### config.mk
export PLATFORM = sky130hd
export DESIGN_NAME = priority_schedule_timing_core
export DESIGN_NICKNAME = d
export VERILOG_FILES = /design/src/pst_pkg.sv /design/src/priority_schedule_timing_core.sv
export SDC_FILE = /design/constraint.sdc
export NUM_CORES = 1
export LEC_CHECK = 0
export ABC_CLOCK_PERIOD_IN_PS = 12500
export BUFFER_PORTS_ARGS = -buffer_cell sky130_fd_sc_hd__buf_2
export CAP_MARGIN = 20
export CORE_AREA = 2 2 267 269
export CTS_CLUSTER_DIAMETER = 60
export DETAILED_ROUTE_END_ITERATION = 16
export DIE_AREA = 0 0 269 271
export GPL_ROUTABILITY_DRIVEN = 0
export GPL_TIMING_DRIVEN = 1
export PLACE_DENSITY = 0.66
export SYNTH_ARGS = -nofsm -noshare
export SYNTH_HDL_FRONTEND = slang
export SYNTH_SLANG_ARGS = --single-unit
export TNS_END_PERCENT = 20
### constraint.sdc
create_clock -name clk -period 12.5 [get_ports clk]
set_input_delay 0.625 -clock clk [delete_from_list [all_inputs] [get_ports clk]]
set_output_delay 0.625 -clock clk [all_outputs]
set_load 0.02 [all_outputs]
### src/pst_pkg.sv
// Shared widths, record type and sequencer states of the priority schedule timing core.
`timescale 1ns / 1ps

package pst_pkg;

	localparam int MAX_PROCS = 16;
	localparam int IDX_W     = $clog2(MAX_PROCS);
	localparam int CNT_W     = $clog2(MAX_PROCS + 1);

	localparam int BURST_W = 16;
	localparam int PRIO_W  = 8;
	localparam int ID_W    = 5;
	localparam int TIME_W  = 20;
	localparam int SUM_W   = 24;
	localparam int STEP_W  = $clog2(SUM_W);

	// One stored process record.
	typedef struct packed {
		logic [PRIO_W-1:0]  prio;
		logic [BURST_W-1:0] burst;
		logic [ID_W-1:0]    id;
	} rec_t;

	typedef enum logic [2:0] {
		ST_LOAD,
		ST_SCAN,
		ST_SWAP_A,
		ST_SWAP_B,
		ST_SUM,
		ST_DIV,
		ST_EMIT_RD,
		ST_EMIT_LD
	} state_t;

endpackage

### src/priority_schedule_timing_core.sv
// Non-preemptive priority scheduler: record store, in-memory selection sort and timing results.
`timescale 1ns / 1ps

// Loads process records one beat per cycle while in its load state into a
// single-port-write, registered-read record memory, numbering them 1 upward. A record
// marked last, or the record that fills the store, starts the schedule: a selection
// sort over the memory (skipped for a single record; one read per cycle during each
// scan, then two writes to swap), a pass that sums waiting and turnaround times, two
// bit-serial divisions for the averages, and finally one result beat per process in
// priority order (lowest value first, ties kept as the swap order leaves them). The
// work after the last record is set mostly by the scans of the sort, which read the
// memory once per entry; results then follow one by one, held while the receiver stalls.
// No record is accepted from the last record until the final result sits in the
// output register; loading of the next set starts while that beat still waits.
module priority_schedule_timing_core (
	input  logic                        clk,
	input  logic                        arst_n,
	// record channel
	input  logic                        rec_valid,
	output logic                        rec_ready,
	input  logic [pst_pkg::BURST_W-1:0] burst_len,
	input  logic [pst_pkg::PRIO_W-1:0]  priority_level,
	input  logic                        last_process,
	// result channel
	output logic                        res_valid,
	input  logic                        res_ready,
	output logic [pst_pkg::ID_W-1:0]    process_id,
	output logic [pst_pkg::BURST_W-1:0] burst_out,
	output logic [pst_pkg::TIME_W-1:0]  waiting_time,
	output logic [pst_pkg::TIME_W-1:0]  turnaround_time,
	output logic [pst_pkg::TIME_W-1:0]  avg_waiting,
	output logic [pst_pkg::TIME_W-1:0]  avg_turnaround,
	output logic                        last_result
);

	import pst_pkg::*;

	// Sequencer and load control.
	state_t             state_q, state_nx;
	logic [CNT_W-1:0]   count_q;     // records loaded in the current set
	logic [CNT_W-1:0]   n_q;         // size of the set being scheduled
	logic [CNT_W-1:0]   i_q;         // sort pass (slot being filled)
	logic [CNT_W-1:0]   j_q;         // memory read address counter
	logic               vld_s1;      // read data of the previous address is valid
	logic [IDX_W-1:0]   idx_s1;      // address that produced rd_data_q

	// Record memory.
	rec_t               mem_q [MAX_PROCS];
	rec_t               rd_data_q;
	logic               mem_we;
	logic [IDX_W-1:0]   mem_wa;
	rec_t               mem_wd;
	logic [IDX_W-1:0]   rd_addr;

	// Sort scan.
	rec_t               cur_rec_q;   // record found in slot i at the start of a pass
	rec_t               best_rec_q;  // lowest priority seen so far in the pass
	logic [IDX_W-1:0]   best_idx_q;

	// Timing sums and division.
	logic [SUM_W-1:0]   wait_q;
	logic [SUM_W-1:0]   wtot_q;
	logic [SUM_W-1:0]   ttot_q;
	logic [SUM_W-1:0]   dvd_q;       // dividend shifting out, quotient shifting in
	logic [CNT_W-1:0]   rem_q;
	logic [STEP_W-1:0]  step_q;
	logic               div_sel_q;   // 0: waiting average, 1: turnaround average
	logic [TIME_W-1:0]  avg_w_q;
	logic [TIME_W-1:0]  avg_t_q;

	// Output register.
	logic               res_valid_q;
	logic [ID_W-1:0]    process_id_q;
	logic [BURST_W-1:0] burst_out_q;
	logic [TIME_W-1:0]  waiting_time_q;
	logic [TIME_W-1:0]  turnaround_time_q;
	logic [TIME_W-1:0]  avg_waiting_q;
	logic [TIME_W-1:0]  avg_turnaround_q;
	logic               last_result_q;

	// Decode.
	logic               rec_acc;
	logic               rec_last;
	logic               scan_done;
	logic               sort_done;
	logic               emit_fin;
	logic               load_ok;
	logic               div_end;
	logic [SUM_W-1:0]   tat;
	logic [CNT_W:0]     trial;
	logic [CNT_W:0]     diff;
	logic               div_ge;
	logic [CNT_W-1:0]   rem_nx;
	logic [SUM_W-1:0]   quo_nx;

	assign rec_acc   = rec_valid && rec_ready;
	// The record that fills the store closes the set even without its mark.
	assign rec_last  = last_process || (count_q == CNT_W'(MAX_PROCS - 1));
	assign scan_done = (j_q == n_q) && !vld_s1;
	// Stop after the pass for slot n-2: the final slot then holds the largest value.
	assign sort_done = ({1'b0, i_q} + (CNT_W + 1)'(2)) >= {1'b0, n_q};
	assign emit_fin  = (j_q + CNT_W'(1)) == n_q;
	assign load_ok   = !res_valid_q || res_ready;
	assign div_end   = step_q == STEP_W'(SUM_W - 1);
	assign tat       = wait_q + SUM_W'(rd_data_q.burst);
	assign rd_addr   = j_q[IDX_W-1:0];

	// One restoring division step: remainder stays below n, so CNT_W bits hold it.
	assign trial  = {rem_q, dvd_q[SUM_W-1]};
	assign diff   = trial - {1'b0, n_q};
	assign div_ge = trial >= {1'b0, n_q};
	assign rem_nx = div_ge ? diff[CNT_W-1:0] : trial[CNT_W-1:0];
	assign quo_nx = {dvd_q[SUM_W-2:0], div_ge};

	// Next state.
	always_comb begin
		state_nx = state_q;
		unique case (state_q)
			ST_LOAD: begin
				if (rec_acc && rec_last) begin
					state_nx = (count_q == '0) ? ST_SUM : ST_SCAN;
				end
			end
			ST_SCAN: begin
				if (scan_done) begin
					state_nx = ST_SWAP_A;
				end
			end
			ST_SWAP_A: state_nx = ST_SWAP_B;
			ST_SWAP_B: state_nx = sort_done ? ST_SUM : ST_SCAN;
			ST_SUM: begin
				if (scan_done) begin
					state_nx = ST_DIV;
				end
			end
			ST_DIV: begin
				if (div_end && div_sel_q) begin
					state_nx = ST_EMIT_RD;
				end
			end
			ST_EMIT_RD: state_nx = ST_EMIT_LD;
			ST_EMIT_LD: begin
				if (load_ok) begin
					state_nx = emit_fin ? ST_LOAD : ST_EMIT_RD;
				end
			end
			default: state_nx = ST_LOAD;
		endcase
	end

	// Handshake and memory write port.
	always_comb begin
		rec_ready = state_q == ST_LOAD;
		mem_we    = 1'b0;
		mem_wa    = count_q[IDX_W-1:0];
		mem_wd    = '{prio: priority_level, burst: burst_len,
			id: ID_W'(count_q + CNT_W'(1))};
		unique case (state_q)
			ST_LOAD: begin
				mem_we = rec_acc;
			end
			ST_SWAP_A: begin
				// move the winner into the slot of this pass
				mem_we = 1'b1;
				mem_wa = i_q[IDX_W-1:0];
				mem_wd = best_rec_q;
			end
			ST_SWAP_B: begin
				// move the displaced record where the winner was
				mem_we = 1'b1;
				mem_wa = best_idx_q;
				mem_wd = cur_rec_q;
			end
			default: begin
				mem_we = 1'b0;
			end
		endcase
	end

	// Record memory: one write and one registered read per cycle. The sequencer never
	// reads an entry in the cycle it is written, so no forwarding is needed.
	always_ff @(posedge clk) begin
		if (mem_we) begin
			mem_q[mem_wa] <= mem_wd;
		end
	end

	always_ff @(posedge clk) begin
		rd_data_q <= mem_q[rd_addr];
	end

	// Control registers.
	always_ff @(posedge clk or negedge arst_n) begin
		if (!arst_n) begin
			state_q     <= ST_LOAD;
			count_q     <= '0;
			vld_s1      <= 1'b0;
			res_valid_q <= 1'b0;
		end else begin
			state_q <= state_nx;
			if (rec_acc) begin
				count_q <= rec_last ? '0 : count_q + CNT_W'(1);
			end
			// A read is in flight whenever a scan or sum pass issues an address.
			vld_s1 <= ((state_q == ST_SCAN) || (state_q == ST_SUM)) && (j_q < n_q);
			if ((state_q == ST_EMIT_LD) && load_ok) begin
				res_valid_q <= 1'b1;
			end else if (res_ready) begin
				res_valid_q <= 1'b0;
			end
		end
	end

	// Datapath.
	always_ff @(posedge clk) begin
		unique case (state_q)
			ST_LOAD: begin
				if (rec_acc && rec_last) begin
					n_q    <= count_q + CNT_W'(1);
					i_q    <= '0;
					j_q    <= '0;
					wait_q <= '0;
					wtot_q <= '0;
					ttot_q <= '0;
				end
			end
			ST_SCAN: begin
				if (j_q < n_q) begin
					j_q    <= j_q + CNT_W'(1);
					idx_s1 <= j_q[IDX_W-1:0];
				end
				if (vld_s1) begin
					if (idx_s1 == i_q[IDX_W-1:0]) begin
						cur_rec_q  <= rd_data_q;
						best_rec_q <= rd_data_q;
						best_idx_q <= idx_s1;
					end else if (rd_data_q.prio < best_rec_q.prio) begin
						best_rec_q <= rd_data_q;
						best_idx_q <= idx_s1;
					end
				end
			end
			ST_SWAP_A: begin
				i_q <= i_q;
			end
			ST_SWAP_B: begin
				i_q <= i_q + CNT_W'(1);
				j_q <= sort_done ? '0 : i_q + CNT_W'(1);
			end
			ST_SUM: begin
				if (j_q < n_q) begin
					j_q <= j_q + CNT_W'(1);
				end
				if (vld_s1) begin
					wtot_q <= wtot_q + wait_q;
					ttot_q <= ttot_q + tat;
					wait_q <= tat;
				end
				if (scan_done) begin
					dvd_q     <= wtot_q;
					rem_q     <= '0;
					step_q    <= '0;
					div_sel_q <= 1'b0;
				end
			end
			ST_DIV: begin
				if (div_end) begin
					rem_q  <= '0;
					step_q <= '0;
					if (!div_sel_q) begin
						avg_w_q   <= quo_nx[TIME_W-1:0];
						dvd_q     <= ttot_q;
						div_sel_q <= 1'b1;
					end else begin
						avg_t_q <= quo_nx[TIME_W-1:0];
						j_q     <= '0;
						wait_q  <= '0;
					end
				end else begin
					dvd_q  <= quo_nx;
					rem_q  <= rem_nx;
					step_q <= step_q + STEP_W'(1);
				end
			end
			ST_EMIT_RD: begin
				j_q <= j_q;
			end
			ST_EMIT_LD: begin
				if (load_ok) begin
					process_id_q      <= rd_data_q.id;
					burst_out_q       <= rd_data_q.burst;
					waiting_time_q    <= wait_q[TIME_W-1:0];
					turnaround_time_q <= tat[TIME_W-1:0];
					avg_waiting_q     <= emit_fin ? avg_w_q : '0;
					avg_turnaround_q  <= emit_fin ? avg_t_q : '0;
					last_result_q     <= emit_fin;
					wait_q            <= tat;
					j_q               <= j_q + CNT_W'(1);
				end
			end
			default: begin
				j_q <= j_q;
			end
		endcase
	end

	assign res_valid       = res_valid_q;
	assign process_id      = process_id_q;
	assign burst_out       = burst_out_q;
	assign waiting_time    = waiting_time_q;
	assign turnaround_time = turnaround_time_q;
	assign avg_waiting     = avg_waiting_q;
	assign avg_turnaround  = avg_turnaround_q;
	assign last_result     = last_result_q;

endmodule

-- Word level (Yosys, flattened, before mapping)
Memory sizes are Yosys's and may differ from the RTL's. A register that Yosys moved wholly into a read port is not among the register bits.
Cells that the tools add are included.
- add/subtract/negate cells: 9
- order comparisons: 4
- equality and inequality tests: 22
- mux-type cells: 52
- bitwise logic cells: 1
- reductions and logical operators: 37
- operators with widths (operator ; count):
    two-way mux 24 bit ; 10
    case mux 24 bit (2 select lines) ; 3
    case mux 24 bit (4 select lines) ; 1
    two-way mux 29 bit ; 2
    case mux 29 bit (2 select lines) ; 1
    two-way mux 5 bit ; 11
    adder 24 bit ; 2
    case mux 5 bit (2 select lines) ; 3
    case mux 5 bit (5 select lines) ; 1
    adder 24 x 16 -> 24 bit ; 1
    two-way mux 3 bit ; 8
    case mux 3 bit (8 select lines) ; 1
    AND reduction 3 bit ; 7
    adder 5 x 1 -> 5 bit, second input constant ; 4
    inequality test 2 bit, second input constant ; 7
    equality test 3 bit, second input constant ; 4
    >= comparator 6 x 5 -> 1 bit ; 2
    AND reduction 6 bit ; 2
    equality test 5 bit ; 2
    AND reduction 2 bit ; 5
    nonzero test 2 bit ; 5
    less-than comparator 8 bit ; 1
    two-way mux 4 bit ; 2
    case mux 4 bit (2 select lines) ; 1
    22 further kinds ; 39
- flip-flop bits (word level): 340
- memory bits (writable): 464
- logic and storage cells: 157
- memories: 1
- memories (name ; depth ; width ; rd ports ; clocked after memory_dff ; write ports ; RTL line ; RTL):
    mem_q ; 16 ; 29 ; 1 ; 1 ; 1 ; priority_schedule_timing_core.sv:48 ; rec_t mem_q [MAX_PROCS];

-- Logic depth before layout (Yosys ltp)
Gate-level depths: netlist of the first run.
- word-level depth: 5
- gate-level depth with buffers: 19
- mapped depth without buffers: 19

-- Worst setup path before layout of the first run
No wires, ideal clock.
- path kind: reg-to-reg
- start: reg state_q[2]
- end: reg avg_turnaround_q[0] (netlist: avg_turnaround[0]) (enable)
- setup time: 564 ps
- data arrival time: 5146 ps
- data required time: 11936 ps
- slack: 6790 ps
- stages on the path, launching flop included: 5
- path buffers: 2
- clock period less this slack: 5710 ps
- cells stage by stage: dfrtp_1 clkbuf_1 clkbuf_1 nand2_1 nor2_1
- cells in the longest elaborated chain, start to end: 2
- ends and longest elaborated chain (item ; RTL line ; RTL):
    from (decl) ; priority_schedule_timing_core.sv:39 ; state_t state_q, state_nx;
    from (signal assigned) ; priority_schedule_timing_core.sv:200 ; state_q <= state_nx;
    equality test 3 bit ; priority_schedule_timing_core.sv:216 ; unique case (state_q)
    AND reduction 2 bit (no line) ; -- ;
    to (signal assigned) ; priority_schedule_timing_core.sv:295 ; avg_turnaround_q <= emit_fin ? avg_t_q : '0;
    to (decl) ; priority_schedule_timing_core.sv:78 ; logic [TIME_W-1:0] avg_turnaround_q;
Every way passes these cells.
A chain may end at the register's enable or synchronous reset.

-- Worst setup path in the final report of the first run
- start: reg wait_q[0]
- end: reg ttot_q[22], data pin
- cells in the longest elaborated chain, start to end: 4
- ends and longest elaborated chain (item ; RTL line ; RTL):
    from (decl) ; priority_schedule_timing_core.sv:61 ; logic [SUM_W-1:0] wait_q;
    from (signal assigned) ; priority_schedule_timing_core.sv:257 ; wait_q <= tat;
    from (signal assigned) ; priority_schedule_timing_core.sv:297 ; wait_q <= tat;
    adder 24 x 16 -> 24 bit ; priority_schedule_timing_core.sv:105 ; assign tat = wait_q + SUM_W'(rd_data_q.burst);
    net tat[16] ; priority_schedule_timing_core.sv:89 ; logic [SUM_W-1:0] tat;
    adder 24 bit ; priority_schedule_timing_core.sv:256 ; ttot_q <= ttot_q + tat;
    two-way mux 24 bit ; priority_schedule_timing_core.sv:254 ; if (vld_s1) begin
    case mux 24 bit (2 select lines) ; priority_schedule_timing_core.sv:216 ;
    to (signal assigned) ; priority_schedule_timing_core.sv:256 ;
    to (decl) ; priority_schedule_timing_core.sv:63 ; logic [SUM_W-1:0] ttot_q;
The timed path passes the listed nets, and every way through them passes these cells. The select of a mux whose other input is x is not followed.

==> reports/summary.json, run 1 <==
{
  "timing_worst_slew_pin_value": {"value": 1.12, "unit": "ns"},
  "nets": {"value": 2409},
  "synthArstFlopShare": {"value": 0.0120},
  "die-width": {"value": 269, "unit": "µm"},
  "rsz0062_at_grt": {"value": "no"},
  "finalClockSkew": {"value": 0.0368, "unit": "ns"},
  "route.antenna.remaining_nets": {"value": 0},
  "netlist_area": {"value": 0.0348, "unit": "mm²"},
  "rr_worst_depth": {"value": 18},
  "num_rows": {"value": 97},
  "cp-start-kind": {"value": "register"},
  "p_clk_frac": {"value": 0.452},
  "max_slew_margin": {"value": 0.251},
  "synth_edf_count": {"value": 794},
  "min-delay-start": {"value": "last_process"},
  "finalWorstPathRequiredPeriod": {"value": 4.68, "unit": "ns"},
  "clk_latency": {"value": 0.66, "unit": "ns"},
  "synthesis.yosys.warnings": {"value": 0},
  "buffers_and_inverters_on_the_worst_path": {"value": 0},
  "worstPathCellList": {"value": "ha_1, fa_1, a21o_1, a21oi_1, o21bai_1, a21oi_2, o21ai_1, a41oi_2, xnor2_1, ha_1, nand4_1, nor2_1, a31oi_1, nor2_1, o21a_1, o2111ai_1, a21oi_1, mux2i_1"},
  "layout.cells.most_common_list": {"value": "edfxtp_1, nand2_1, mux4_2"},
  "cts_tree": {"value": "built"},
  "hold_path_end": {"value": "count_q[4]"},
  "maxSlewViolCount": {"value": 0},
  "p_int": {"value": 0.00449, "unit": "W"},
  "grt_first_pass_wirelength": {"value": 117, "unit": "mm"},
  "path_depth": {"value": 18},
  "n_fill_cell": {"value": 5233},
  "hold_depth": {"value": 2},
  "static-leakage-power": {"value": 13.6, "unit": "nW"},
  "grt_start_max_net_pins": {"value": 121},
  "critPathKind": {"value": "reg2reg"},
  "power.sequential.fraction": {"value": 0.542},
  "num_antenna_cells": {"value": 0},
  "antenna_violations_before_repair": {"value": 0},
  "place.detailed.hpwl": {"value": 46.4, "unit": "mm"},
  "yosysUniqueCellTypes": {"value": 71},
  "cts_root_buf": {"value": "clkbuf_16"},
  "cts_setup_buffers": {"value": 0},
  "worstReg2RegEnd": {"value": "ttot_q[22]"},
  "critPathTopFamily": {"value": "compound AO/OA/AOI/OAI gates"},
  "wirelength": {"value": 77.2, "unit": "mm"},
  "slowest_delay": {"value": 0.46, "unit": "ns"},
  "clock_buffers_created_by_tritoncts": {"value": 86},
  "synth_flop_cell": {"value": "edfxtp_1"},
  "peakVddDrop": {"value": 136, "unit": "µV"},
  "achievable-frequency": {"value": 0.214, "unit": "GHz"},
  "cts-htree-levels": {"value": 3},
  "clock_pin_transition_on_the_worst_setup_and_hold_timing_paths": {"value": 0.06, "unit": "ns"},
  "reg2reg_setup_slack": {"value": 7.82, "unit": "ns"},
  "area_growth": {"value": 14.4, "unit": "%"},
  "setup_viol_count_final": {"value": 0},
  "syn_nets": {"value": 2201},
  "avgSynthCellArea": {"value": 16.8, "unit": "µm²"},
  "power.switching": {"value": 0.00109, "unit": "W"},
  "gr-usage-all-layers": {"value": 0.216},
  "dr_total_vias": {"value": 19000},
  "drt_pre_antenna_iters": {"value": 5},
  "layout-drive-gt1-share": {"value": 0.222},
  "run_status": {"value": "complete, no violations"},
  "setup_total_negative_slack": {"value": 0, "unit": "ns"},
  "detail_route.iter0.violations": {"value": 1613},
  "core-area": {"value": 0.0698, "unit": "mm²"},
  "synth_seq_area_share": {"value": 0.708},
  "port-buffer-count": {"value": 132},
  "timing.max_cap.violations": {"value": 0},
  "power": {"value": 0.00559, "unit": "W"},
  "drt-wirelength-per-cell": {"value": 23.5, "unit": "µm"},
  "cp_max_fo": {"value": 8},
  "die_boundary_height": {"value": 271, "unit": "µm"},
  "min_period_over_period": {"value": 0.374},
  "routed_via_density": {"value": 5.76},
  "floorplan.initialDensity": {"value": 0.499},
  "cts_max_path_buffers": {"value": 3},
  "layout.cells.most_common": {"value": "edfxtp_1"},
  "worstHoldPathType": {"value": "in2reg"},
  "vias_in_the_first_global_route": {"value": 19000},
  "ioPinCount": {"value": 133},
  "fp.dieArea": {"value": 0.0729, "unit": "mm²"},
  "critical_path.endpoint_type": {"value": "register"},
  "hold_viol": {"value": 0},
  "sw_frac": {"value": 0.196},
  "required_time_reported_for_the_critical_path_endpoint": {"value": 12.99, "unit": "ns"},
  "arrival": {"value": 5.17, "unit": "ns"},
  "crit_slowest_cell": {"value": "ha_1"},
  "comb_power_share": {"value": 0.006},
  "timing.critical_path.from": {"value": "wait_q[0]"},
  "gr-total-overflow": {"value": 0},
  "clkSinkCount": {"value": 833},
  "ys_seq_elements": {"value": 833},
  "r2r-start": {"value": "wait_q[0]"},
  "syn-instance-count": {"value": 2075},
  "route.detailed.drc": {"value": 0},
  "power.density": {"value": 140, "unit": "mW/mm²"}
}
[cell type report]
type	count	area, µm²	area share
Multi-Input combinational cell	1116	9830	0.247
Clock inverter	44	464	0.0116
Sequential cell	833	24700	0.619
Clock buffer	112	2370	0.0595
Timing Repair Buffer	200	1170	0.0294
Tap cell	940	1180	0.0295
Inverter	46	173	0.00433
[routing by layer]
layer  GRT usage  routed length (µm)  up-vias
met5           0                   0        -
met4      0.0646                1790        0
met3      0.0315                4590      129
met2       0.354               38100      624
met1       0.300               32800     9675
li1            -                   -     8526
[worst reg2reg max path, stage by stage (launching register included)]
cell	delay, ns
edfxtp_1	0.42
ha_1	0.24
fa_1	0.41
a21o_1	0.20
a21oi_1	0.21
o21bai_1	0.12
a21oi_2	0.27
o21ai_1	0.16
a41oi_2	0.37
xnor2_1	0.20
ha_1	0.46
nand4_1	0.17
nor2_1	0.26
a31oi_1	0.13
nor2_1	0.13
o21a_1	0.24
o2111ai_1	0.15
a21oi_1	0.19
mux2i_1	0.21
[per-stage QoR]
stage	hold WS [ns]	std cells	utilization	worst slack [ns]	area, µm²
3_3_place_gp	0.431	3123	0.529	8.01	36900
3_5_place_dp	0.446	3131	0.530	7.93	37000
4_1_cts	0.193	3288	0.571	7.89	39800
6_report	0.228	3291	0.571	7.82	39900
5_1_grt	0.227	3291	0.571	7.51	39900
2_1_floorplan	0.329	2075	-	6.79	34800
[registers in the layout (all words and copies together), names as in the netlist, 16 cells and up]
name and cells:
turnaround_time 20, avg_t_q 20, avg_turnaround 20, wait_q 24, avg_waiting 20, best_rec_q 29, rd_data_q 29, burst_out 16
dvd_q 24, waiting_time 20, cur_rec_q 29, wtot_q 24, avg_w_q 20, ttot_q 24, mem_q 464
[synthesized netlist by cell type, drive strengths merged, types with 5 or more instances]
cell / number / area [µm²]
nor2b: 9 / 63.8
nor3: 27 / 135
a21oi: 73 / 369
mux2i: 41 / 410
xor2: 23 / 201
a21o: 39 / 294
o21bai: 9 / 67.6
nor2: 131 / 492
ha: 93 / 1160
o32ai: 5 / 43.8
nand2: 154 / 578
xnor2: 47 / 412
dfxtp: 29 / 581
o21a: 16 / 120
mux4: 145 / 3270
inv: 45 / 169
nand2b: 15 / 93.8
and3: 10 / 62.6
clkbuf: 57 / 214
o211ai: 5 / 37.5
dfrtp: 10 / 250
edfxtp: 794 / 23800
nand4: 10 / 62.6
and2: 62 / 388
o21ai: 78 / 398
nor4: 5 / 37.5
buf: 23 / 118
a31oi: 31 / 194
o22ai: 6 / 43.8
a211o: 6 / 53.8
or3: 6 / 37.5
nand3: 20 / 100
a211oi: 10 / 90.1
[power by group through the flow]
stage | Combinational [W] | Sequential, W | Clock, W
2_1_floorplan | 0.0000117 | 0.00309 | 0
3_3_place_gp | 0.0000279 | 0.00309 | 0
3_5_place_dp | 0.0000314 | 0.00309 | 0
4_1_cts | 0.0000316 | 0.00303 | 0.00258
5_1_grt | 0.0000350 | 0.00303 | 0.00269
6_report | 0.0000312 | 0.00303 | 0.00253
[what timing repair did]
action,4_1_cts,5_1_grt
hold endpoints to repair,10,0
resized for setup,0,0
hold buffers,1,0
[cells by family (layout without fill, tap and decap cells)]
| kind of cell | count (synthesis) | in the layout | share of synthesized area |
|---|---|---|---|
| and+or+nand+nor | 463 | 463 | 0.0619 |
| adders and majority gates | 97 | 97 | 0.0357 |
| xor gates and xnor gates | 71 | 71 | 0.0182 |
| DFF | 833 | 833 | 0.708 |
| muxes | 186 | 186 | 0.106 |
| AOI/OAI and AO/OA | 299 | 299 | 0.0560 |
| buffers and inverters | 126 | 402 | 0.0145 |
[how the worst max path moves through the flow]
stage                        endpoint  slack, ns
floorplan           avg_turnaround[0]       6.79
global placement           ttot_q[23]       8.01
detailed placement         ttot_q[22]       7.93
CTS                        ttot_q[22]       7.89
global route               ttot_q[23]       7.51
finish                     ttot_q[22]       7.82
Power figures use the tool's default switching activity.
==> run 2: changes to the inputs <==
--- a/config.mk
+++ b/config.mk
@@ -5,7 +5,7 @@
 export SDC_FILE = /design/constraint.sdc
 export NUM_CORES = 1
 export LEC_CHECK = 0
-export ABC_CLOCK_PERIOD_IN_PS = 12500
+export ABC_CLOCK_PERIOD_IN_PS = 3800
 export BUFFER_PORTS_ARGS = -buffer_cell sky130_fd_sc_hd__buf_2
 export CAP_MARGIN = 20
 export CORE_AREA = 2 2 267 269
@@ -14,7 +14,7 @@
 export DIE_AREA = 0 0 269 271
 export GPL_ROUTABILITY_DRIVEN = 0
 export GPL_TIMING_DRIVEN = 1
-export PLACE_DENSITY = 0.66
+export PLACE_DENSITY = 0.69
 export SYNTH_ARGS = -nofsm -noshare
 export SYNTH_HDL_FRONTEND = slang
 export SYNTH_SLANG_ARGS = --single-unit
==> constraint.sdc (replaced) <==
create_clock -name clk -period 3.8 [get_ports clk]
set_input_delay 0.19 -clock clk [delete_from_list [all_inputs] [get_ports clk]]
set_output_delay 0.19 -clock clk [all_outputs]
set_load 0.02 [all_outputs]
==> run 2 against run 1 <==
  * The flow now finishes with violations (setup timing)
  * Critical path depth up 2
  * Clock power rose to 3.3 times the previous value
  * First-iteration DRC count down 2.4%
  * Worst setup slack worse by 8.1 ns
  * Sequential power rose to 3.3 times the previous value
  * Wire length up 1.3%
  * Sequential cell count unchanged
==> reports/summary.json, run 2 (same netlist as run 1, synthesis figures left out) <==
{
  "run_status": {"value": "complete, but fails checks"},
  "violations_in_the_final_reports": {"value": "setup timing"},
  "power.switching": {"value": 0.00361, "unit": "W"},
  "num_antenna_cells": {"value": 0},
  "timing_worst_slew_pin_value": {"value": 1.08, "unit": "ns"},
  "peakVddDrop": {"value": 316, "unit": "µV"},
  "finalWorstPathRequiredPeriod": {"value": 4.09, "unit": "ns"},
  "area.sequential": {"value": 0.0247, "unit": "mm²"},
  "hold_viol": {"value": 0},
  "grt_first_pass_wirelength": {"value": 119, "unit": "mm"},
  "drt-wirelength-per-cell": {"value": 22.6, "unit": "µm"},
  "reg2reg_setup_slack": {"value": -0.29, "unit": "ns"},
  "detail_route.iter0.violations": {"value": 1575},
  "antenna_violations_before_repair": {"value": 1},
  "finalClockSkew": {"value": 0.0448, "unit": "ns"},
  "power.density": {"value": 444, "unit": "mW/mm²"},
  "flip_flop_count_of_the_largest_register_all_copies_and_words_added": {"value": 464},
  "critPathKind": {"value": "reg2reg"},
  "power.sequential.fraction": {"value": 0.538},
  "cts-htree-levels": {"value": 3},
  "instances_no_fill": {"value": 3460},
  "core-area": {"value": 0.0698, "unit": "mm²"},
  "power": {"value": 0.0185, "unit": "W"},
  "setup_viol_count_final": {"value": 9},
  "timing.max_cap.violations": {"value": 0},
  "wirelength": {"value": 78.3, "unit": "mm"},
  "clk_latency": {"value": 0.66, "unit": "ns"},
  "area_growth": {"value": 19.6, "unit": "%"},
  "clock_buffers_created_by_tritoncts": {"value": 85},
  "critical_path.endpoint_type": {"value": "register"},
  "rsz0062_at_grt": {"value": "yes"},
  "achievable-frequency": {"value": 0.245, "unit": "GHz"},
  "routed_via_density": {"value": 5.71},
  "die-width": {"value": 269, "unit": "µm"},
  "static-leakage-power": {"value": 14.5, "unit": "nW"},
  "placed_cells_incl_taps": {"value": 3265},
  "cts_root_buf": {"value": "clkbuf_16"},
  "worstHoldPathType": {"value": "in2reg"},
  "cp_max_fo": {"value": 5},
  "max_flop_register": {"value": "mem_q"},
  "place.detailed.hpwl": {"value": 48.5, "unit": "mm"},
  "layout.cells.most_common": {"value": "edfxtp_1"},
  "arrival": {"value": 4.49, "unit": "ns"},
  "cts_max_path_buffers": {"value": 3},
  "clkSinkCount": {"value": 833},
  "gr-usage-all-layers": {"value": 0.218},
  "route.antenna.remaining_nets": {"value": 0},
  "grt_start_max_net_pins": {"value": 118},
  "gr-total-overflow": {"value": 0},
  "post_place_setup_slack": {"value": -0.517, "unit": "ns"},
  "ioPinCount": {"value": 133},
  "nets": {"value": 2576},
  "drt_pre_antenna_iters": {"value": 5},
  "comb_power_share": {"value": 0.006},
  "required_time_reported_for_the_critical_path_endpoint": {"value": 4.20, "unit": "ns"},
  "n_fill_cell": {"value": 5037},
  "layout-drive-gt1-share": {"value": 0.289},
  "cp-start-kind": {"value": "register"},
  "area_of_combinational_cells_with_multiple_inputs": {"value": 0.0102, "unit": "mm²"},
  "p_clk_frac": {"value": 0.456},
  "port-buffer-count": {"value": 132},
  "setup_total_negative_slack": {"value": -1.59, "unit": "ns"},
  "die_boundary_height": {"value": 271, "unit": "µm"},
  "min_period_over_period": {"value": 1.08},
  "fp.dieArea": {"value": 0.0729, "unit": "mm²"},
  "dr_total_vias": {"value": 19700},
  "layout.cells.most_common_list": {"value": "edfxtp_1, buf_4, nand2_1"},
  "max_slew_margin": {"value": 0.270},
  "floorplan.initialDensity": {"value": 0.499},
  "post-route-worst-setup-slack": {"value": -0.286, "unit": "ns"},
  "vias_in_the_first_global_route": {"value": 20000},
  "clock_pin_transition_on_the_worst_setup_and_hold_timing_paths": {"value": 0.06, "unit": "ns"},
  "cts_tree": {"value": "built"},
  "utilization": {"value": 0.597},
  "p_int": {"value": 0.0149, "unit": "W"},
  "sw_frac": {"value": 0.195},
  "maxSlewViolCount": {"value": 0},
  "route.detailed.drc": {"value": 0},
  "num_rows": {"value": 97}
}
run 2: worst paths after layout:
kind                                  to              start  cells after the start
max                           ttot_q[21]          wait_q[0]                     20
min                         mem_q[6][25]  priority_level[4]                      4
max reg2reg                   ttot_q[21]          wait_q[0]                     20
min reg2reg                best_rec_q[2]       rd_data_q[2]                      0
max in group asynchronous     state_q[0]             arst_n                      3
min in group asynchronous         vld_s1             arst_n                      3
run 2: through the flow:
step,cell area [µm²],hold WS [ns]
5_1_grt,41700,0.0420
3_3_place_gp,38100,0.0736
6_report,41700,0.0352
2_1_floorplan,34900,-0.106
4_1_cts,41300,0.000437
3_5_place_dp,38100,0.0767
run 2: power groups by stage:
| stage | logic [W] | registers [W] | clock network (W) |
|---|---|---|---|
| floorplan | 0.0000385 | 0.0102 | 0 |
| global placement | 0.0000862 | 0.0102 | 0 |
| detailed placement | 0.0000982 | 0.0102 | 0 |
| CTS | 0.000107 | 0.00996 | 0.00859 |
| global route | 0.000120 | 0.00996 | 0.00894 |
| finish | 0.000107 | 0.00997 | 0.00845 |
run 2: per-layer routing:
layer | vias to the layer above | global-route usage | part of all wire
met5 | - | 0 | 0
met4 | 0 | 0.0769 | 0.032
met3 | 150 | 0.0329 | 0.066
met2 | 746 | 0.359 | 0.49
met1 | 9982 | 0.295 | 0.41
li1 | 8870 | - | -
run 2: cell type report:
| class | count | area share |
|---|---|---|
| Clock buffer | 113 | 0.0548 |
| Clock inverter | 44 | 0.0137 |
| Inverter | 46 | 0.00414 |
| Multi-Input combinational cell | 1116 | 0.245 |
| Sequential cell | 833 | 0.592 |
| Tap cell | 940 | 0.0282 |
| Timing Repair Buffer | 368 | 0.0622 |
run 2: timing repair:
action / CTS / global route
resized for setup: 24 / 50
hold endpoints to repair: 47 / 0
hold buffers: 10 / 0
setup buffers: 14 / 11
pin swaps: 24 / 45
endpoints found under the setup margin: 13 / 15
run 2: critical path, cell delays in order (launching register included):
cell and delay [ns]:
edfxtp_1 0.43, ha_4 0.19, fa_2 0.33, a21o_1 0.18, a21oi_2 0.18, o21bai_2 0.10, a21oi_2 0.17, buf_4 0.15
nor2_4 0.04, nor2_4 0.11, xnor2_2 0.09, ha_4 0.30, nand4_1 0.18, nor4_4 0.37, a211oi_2 0.09, buf_4 0.16
a21boi_2 0.17, o21ai_2 0.08, a211o_1 0.29, a21oi_2 0.15, nor3b_2 0.05
==> run 3: changes to the inputs <==
--- a/config.mk
+++ b/config.mk
@@ -8,13 +8,15 @@
 export ABC_CLOCK_PERIOD_IN_PS = 3800
 export BUFFER_PORTS_ARGS = -buffer_cell sky130_fd_sc_hd__buf_2
 export CAP_MARGIN = 20
-export CORE_AREA = 2 2 267 269
-export CTS_CLUSTER_DIAMETER = 60
+export CELL_PAD_IN_SITES_DETAIL_PLACEMENT = 1
+export CELL_PAD_IN_SITES_GLOBAL_PLACEMENT = 1
+export CORE_AREA = 2 2 273 275
+export CTS_CLUSTER_DIAMETER = 40
 export DETAILED_ROUTE_END_ITERATION = 16
-export DIE_AREA = 0 0 269 271
+export DIE_AREA = 0 0 275 277
 export GPL_ROUTABILITY_DRIVEN = 0
 export GPL_TIMING_DRIVEN = 1
-export PLACE_DENSITY = 0.69
+export PLACE_DENSITY_LB_ADDON = 0.1
 export SYNTH_ARGS = -nofsm -noshare
 export SYNTH_HDL_FRONTEND = slang
 export SYNTH_SLANG_ARGS = --single-unit
==> run 3 against run 2 <==
  * Hold slack improved by 0.012 ns
  * Fmax decreased by 1.7%
  * First-iteration DRC count increased by 3.3%
  * Critical path type unchanged
  * Largest power group is now clock
  * Clock power increased by 35%
  * Die area increased by 4.5%
  * Critical path depth decreased by 1
  * Sequential cell count unchanged
  * Clock skew decreased by 0.015 ns
  * Largest cell class unchanged
  * Clock-buffer cell count increased by 28
  * Utilization decreased by 1.1 points
  * The run still ends with setup timing left
==> reports/summary.json, run 3 (same netlist as run 1, synthesis figures left out) <==
{
  "min-delay-start": {"value": "priority_level[2]"},
  "num_rows": {"value": 100},
  "power": {"value": 0.0215, "unit": "W"},
  "fp.dieArea": {"value": 0.0762, "unit": "mm²"},
  "instances_no_fill": {"value": 3571},
  "die-width": {"value": 275, "unit": "µm"},
  "cp_max_fo": {"value": 4},
  "area_growth": {"value": 23.8, "unit": "%"},
  "num_antenna_cells": {"value": 0},
  "reg2reg_setup_slack": {"value": -0.36, "unit": "ns"},
  "core-area": {"value": 0.0736, "unit": "mm²"},
  "gr-usage-all-layers": {"value": 0.241},
  "route.detailed.drc": {"value": 0},
  "peakVddDrop": {"value": 413, "unit": "µV"},
  "p_clk_frac": {"value": 0.531},
  "worstReg2RegEnd": {"value": "ttot_q[23]"},
  "cts_tree": {"value": "built"},
  "rr_worst_depth": {"value": 19},
  "power.density": {"value": 499, "unit": "mW/mm²"},
  "dr_total_vias": {"value": 20300},
  "p_int": {"value": 0.0172, "unit": "W"},
  "routed_via_density": {"value": 5.67},
  "max_slew_margin": {"value": 0.313},
  "ioPinCount": {"value": 133},
  "hold_viol": {"value": 0},
  "placed_cells_incl_taps": {"value": 3320},
  "finalWorstPathRequiredPeriod": {"value": 4.16, "unit": "ns"},
  "min_period_over_period": {"value": 1.09},
  "critPathKind": {"value": "reg2reg"},
  "static-leakage-power": {"value": 15.2, "unit": "nW"},
  "floorplan.initialDensity": {"value": 0.474},
  "drt-wirelength-per-cell": {"value": 25.4, "unit": "µm"},
  "achievable-frequency": {"value": 0.241, "unit": "GHz"},
  "route.antenna.remaining_nets": {"value": 0},
  "clock_pin_transition_on_the_worst_setup_and_hold_timing_paths": {"value": 0.06, "unit": "ns"},
  "gr-usage-met2": {"value": 0.413},
  "timing_worst_slew_pin_value": {"value": 1.02, "unit": "ns"},
  "clk_latency": {"value": 0.67, "unit": "ns"},
  "critical_path.endpoint_type": {"value": "register"},
  "arrival": {"value": 4.67, "unit": "ns"},
  "required_time_reported_for_the_critical_path_endpoint": {"value": 4.31, "unit": "ns"},
  "wirelength": {"value": 90.9, "unit": "mm"},
  "setup_viol_count_final": {"value": 12},
  "place.detailed.hpwl": {"value": 56.3, "unit": "mm"},
  "grt_most_used_layer": {"value": "met2"},
  "clock_buffers_created_by_tritoncts": {"value": 118},
  "port-buffer-count": {"value": 132},
  "antenna_violations_before_repair": {"value": 0},
  "layout-drive-gt1-share": {"value": 0.313},
  "worstHoldPathType": {"value": "in2reg"},
  "detail_route.iter0.violations": {"value": 1627},
  "flip_flop_count_of_the_largest_register_all_copies_and_words_added": {"value": 464},
  "power.switching": {"value": 0.00432, "unit": "W"},
  "run_status": {"value": "complete, but fails checks"},
  "gr-total-overflow": {"value": 0},
  "cts_root_buf": {"value": "clkbuf_16"},
  "cp-start-kind": {"value": "register"},
  "maxSlewViolCount": {"value": 0},
  "gr_met1_demand_resource": {"value": 0.323},
  "drt_pre_antenna_iters": {"value": 7},
  "cts-htree-levels": {"value": 3},
  "holdWs": {"value": 0.0467, "unit": "ns"},
  "violations_in_the_final_reports": {"value": "setup timing"},
  "post-route-worst-setup-slack": {"value": -0.356, "unit": "ns"},
  "layout.cells.most_common_list": {"value": "edfxtp_1, buf_4, nand2_1"},
  "timing.max_cap.violations": {"value": 0},
  "max_flop_register": {"value": "mem_q"},
  "nets": {"value": 2625},
  "finalClockSkew": {"value": 0.0299, "unit": "ns"},
  "grt_first_pass_wirelength": {"value": 136, "unit": "mm"},
  "r2r-start": {"value": "wait_q[0]"},
  "die_boundary_height": {"value": 277, "unit": "µm"},
  "sw_frac": {"value": 0.201},
  "post_place_setup_slack": {"value": -0.567, "unit": "ns"},
  "power.sequential.fraction": {"value": 0.463},
  "layout.cells.most_common": {"value": "edfxtp_1"},
  "clkSinkCount": {"value": 833},
  "comb_power_share": {"value": 0.005},
  "grt_use_met3": {"value": 0.0336},
  "hold_depth": {"value": 4},
  "grt_start_max_net_pins": {"value": 118},
  "hold_path_end": {"value": "mem_q[4][23]"},
  "vias_in_the_first_global_route": {"value": 21800},
  "cts_max_path_buffers": {"value": 3},
  "rsz0062_at_grt": {"value": "yes"}
}
[run 3: per-layer routing]
metal / up-vias / part of all wire
li1: 9004 / -
met1: 10500 / 0.42
met2: 583 / 0.51
met3: 141 / 0.050
met4: 0 / 0.021
met5: - / 0
[run 3: what timing repair did]
item | CTS | global route
hold endpoints to repair | 39 | 0
resized for setup | 28 | 27
endpoints found under the setup margin | 13 | 14
buffers inserted | 15 | 7
hold buffers | 7 | 0
pin swaps | 37 | 32
[run 3: through the flow]
step,TNS [ns],instance area [µm²],utilization
6_report,-2.13,43200,0.587
3_5_place_dp,-4.39,38500,0.523
2_1_floorplan,-0.307,34900,-
5_1_grt,-5.28,43200,0.587
4_1_cts,-1.53,42900,0.584
3_3_place_gp,-2.95,38400,0.522
[run 3: critical path, cell delays in order (launching register included)]
cell and delay (ns):
edfxtp_1 0.42, ha_4 0.19, fa_2 0.34, a21o_1 0.20, a21oi_2 0.16, o21bai_1 0.10
a21oi_2 0.26, o21ai_2 0.12, a41oi_2 0.24, buf_4 0.17, xnor2_2 0.16, ha_4 0.27
a21oi_4 0.16, o21bai_2 0.09, a21oi_2 0.27, nand2_2 0.14, o31ai_4 0.24, xnor2_1 0.15
xnor3_1 0.22, nor2_1 0.11
[run 3: worst max path at each step]
stage,to,cells past startpoint,start
after floorplan,ttot_q[23],19,wait_q[0]
after global placement,ttot_q[23],19,wait_q[0]
after detailed placement,ttot_q[23],19,wait_q[0]
after CTS,ttot_q[23],19,wait_q[0]
after global routing,ttot_q[23],19,wait_q[0]
final,ttot_q[23],19,wait_q[0]
[run 3: layout make-up]
cell class	instances	area, µm²
sequential	833	24700
clock inverter	82	1010
tap	969	1210
fill	6702	30400
timing repair buffer	384	2810
clock buffer	141	3170
inverter	46	173
multi-input combinational	1116	10100
[run 3: power groups by stage]
stage	registers [W]	logic [W]	clock network [W]
global placement	0.0102	0.0000930	0
floorplan	0.0102	0.0000385	0
global route	0.00996	0.000123	0.0120
finish	0.00997	0.000111	0.0114
CTS	0.00997	0.000111	0.0116
detailed placement	0.0102	0.000105	0
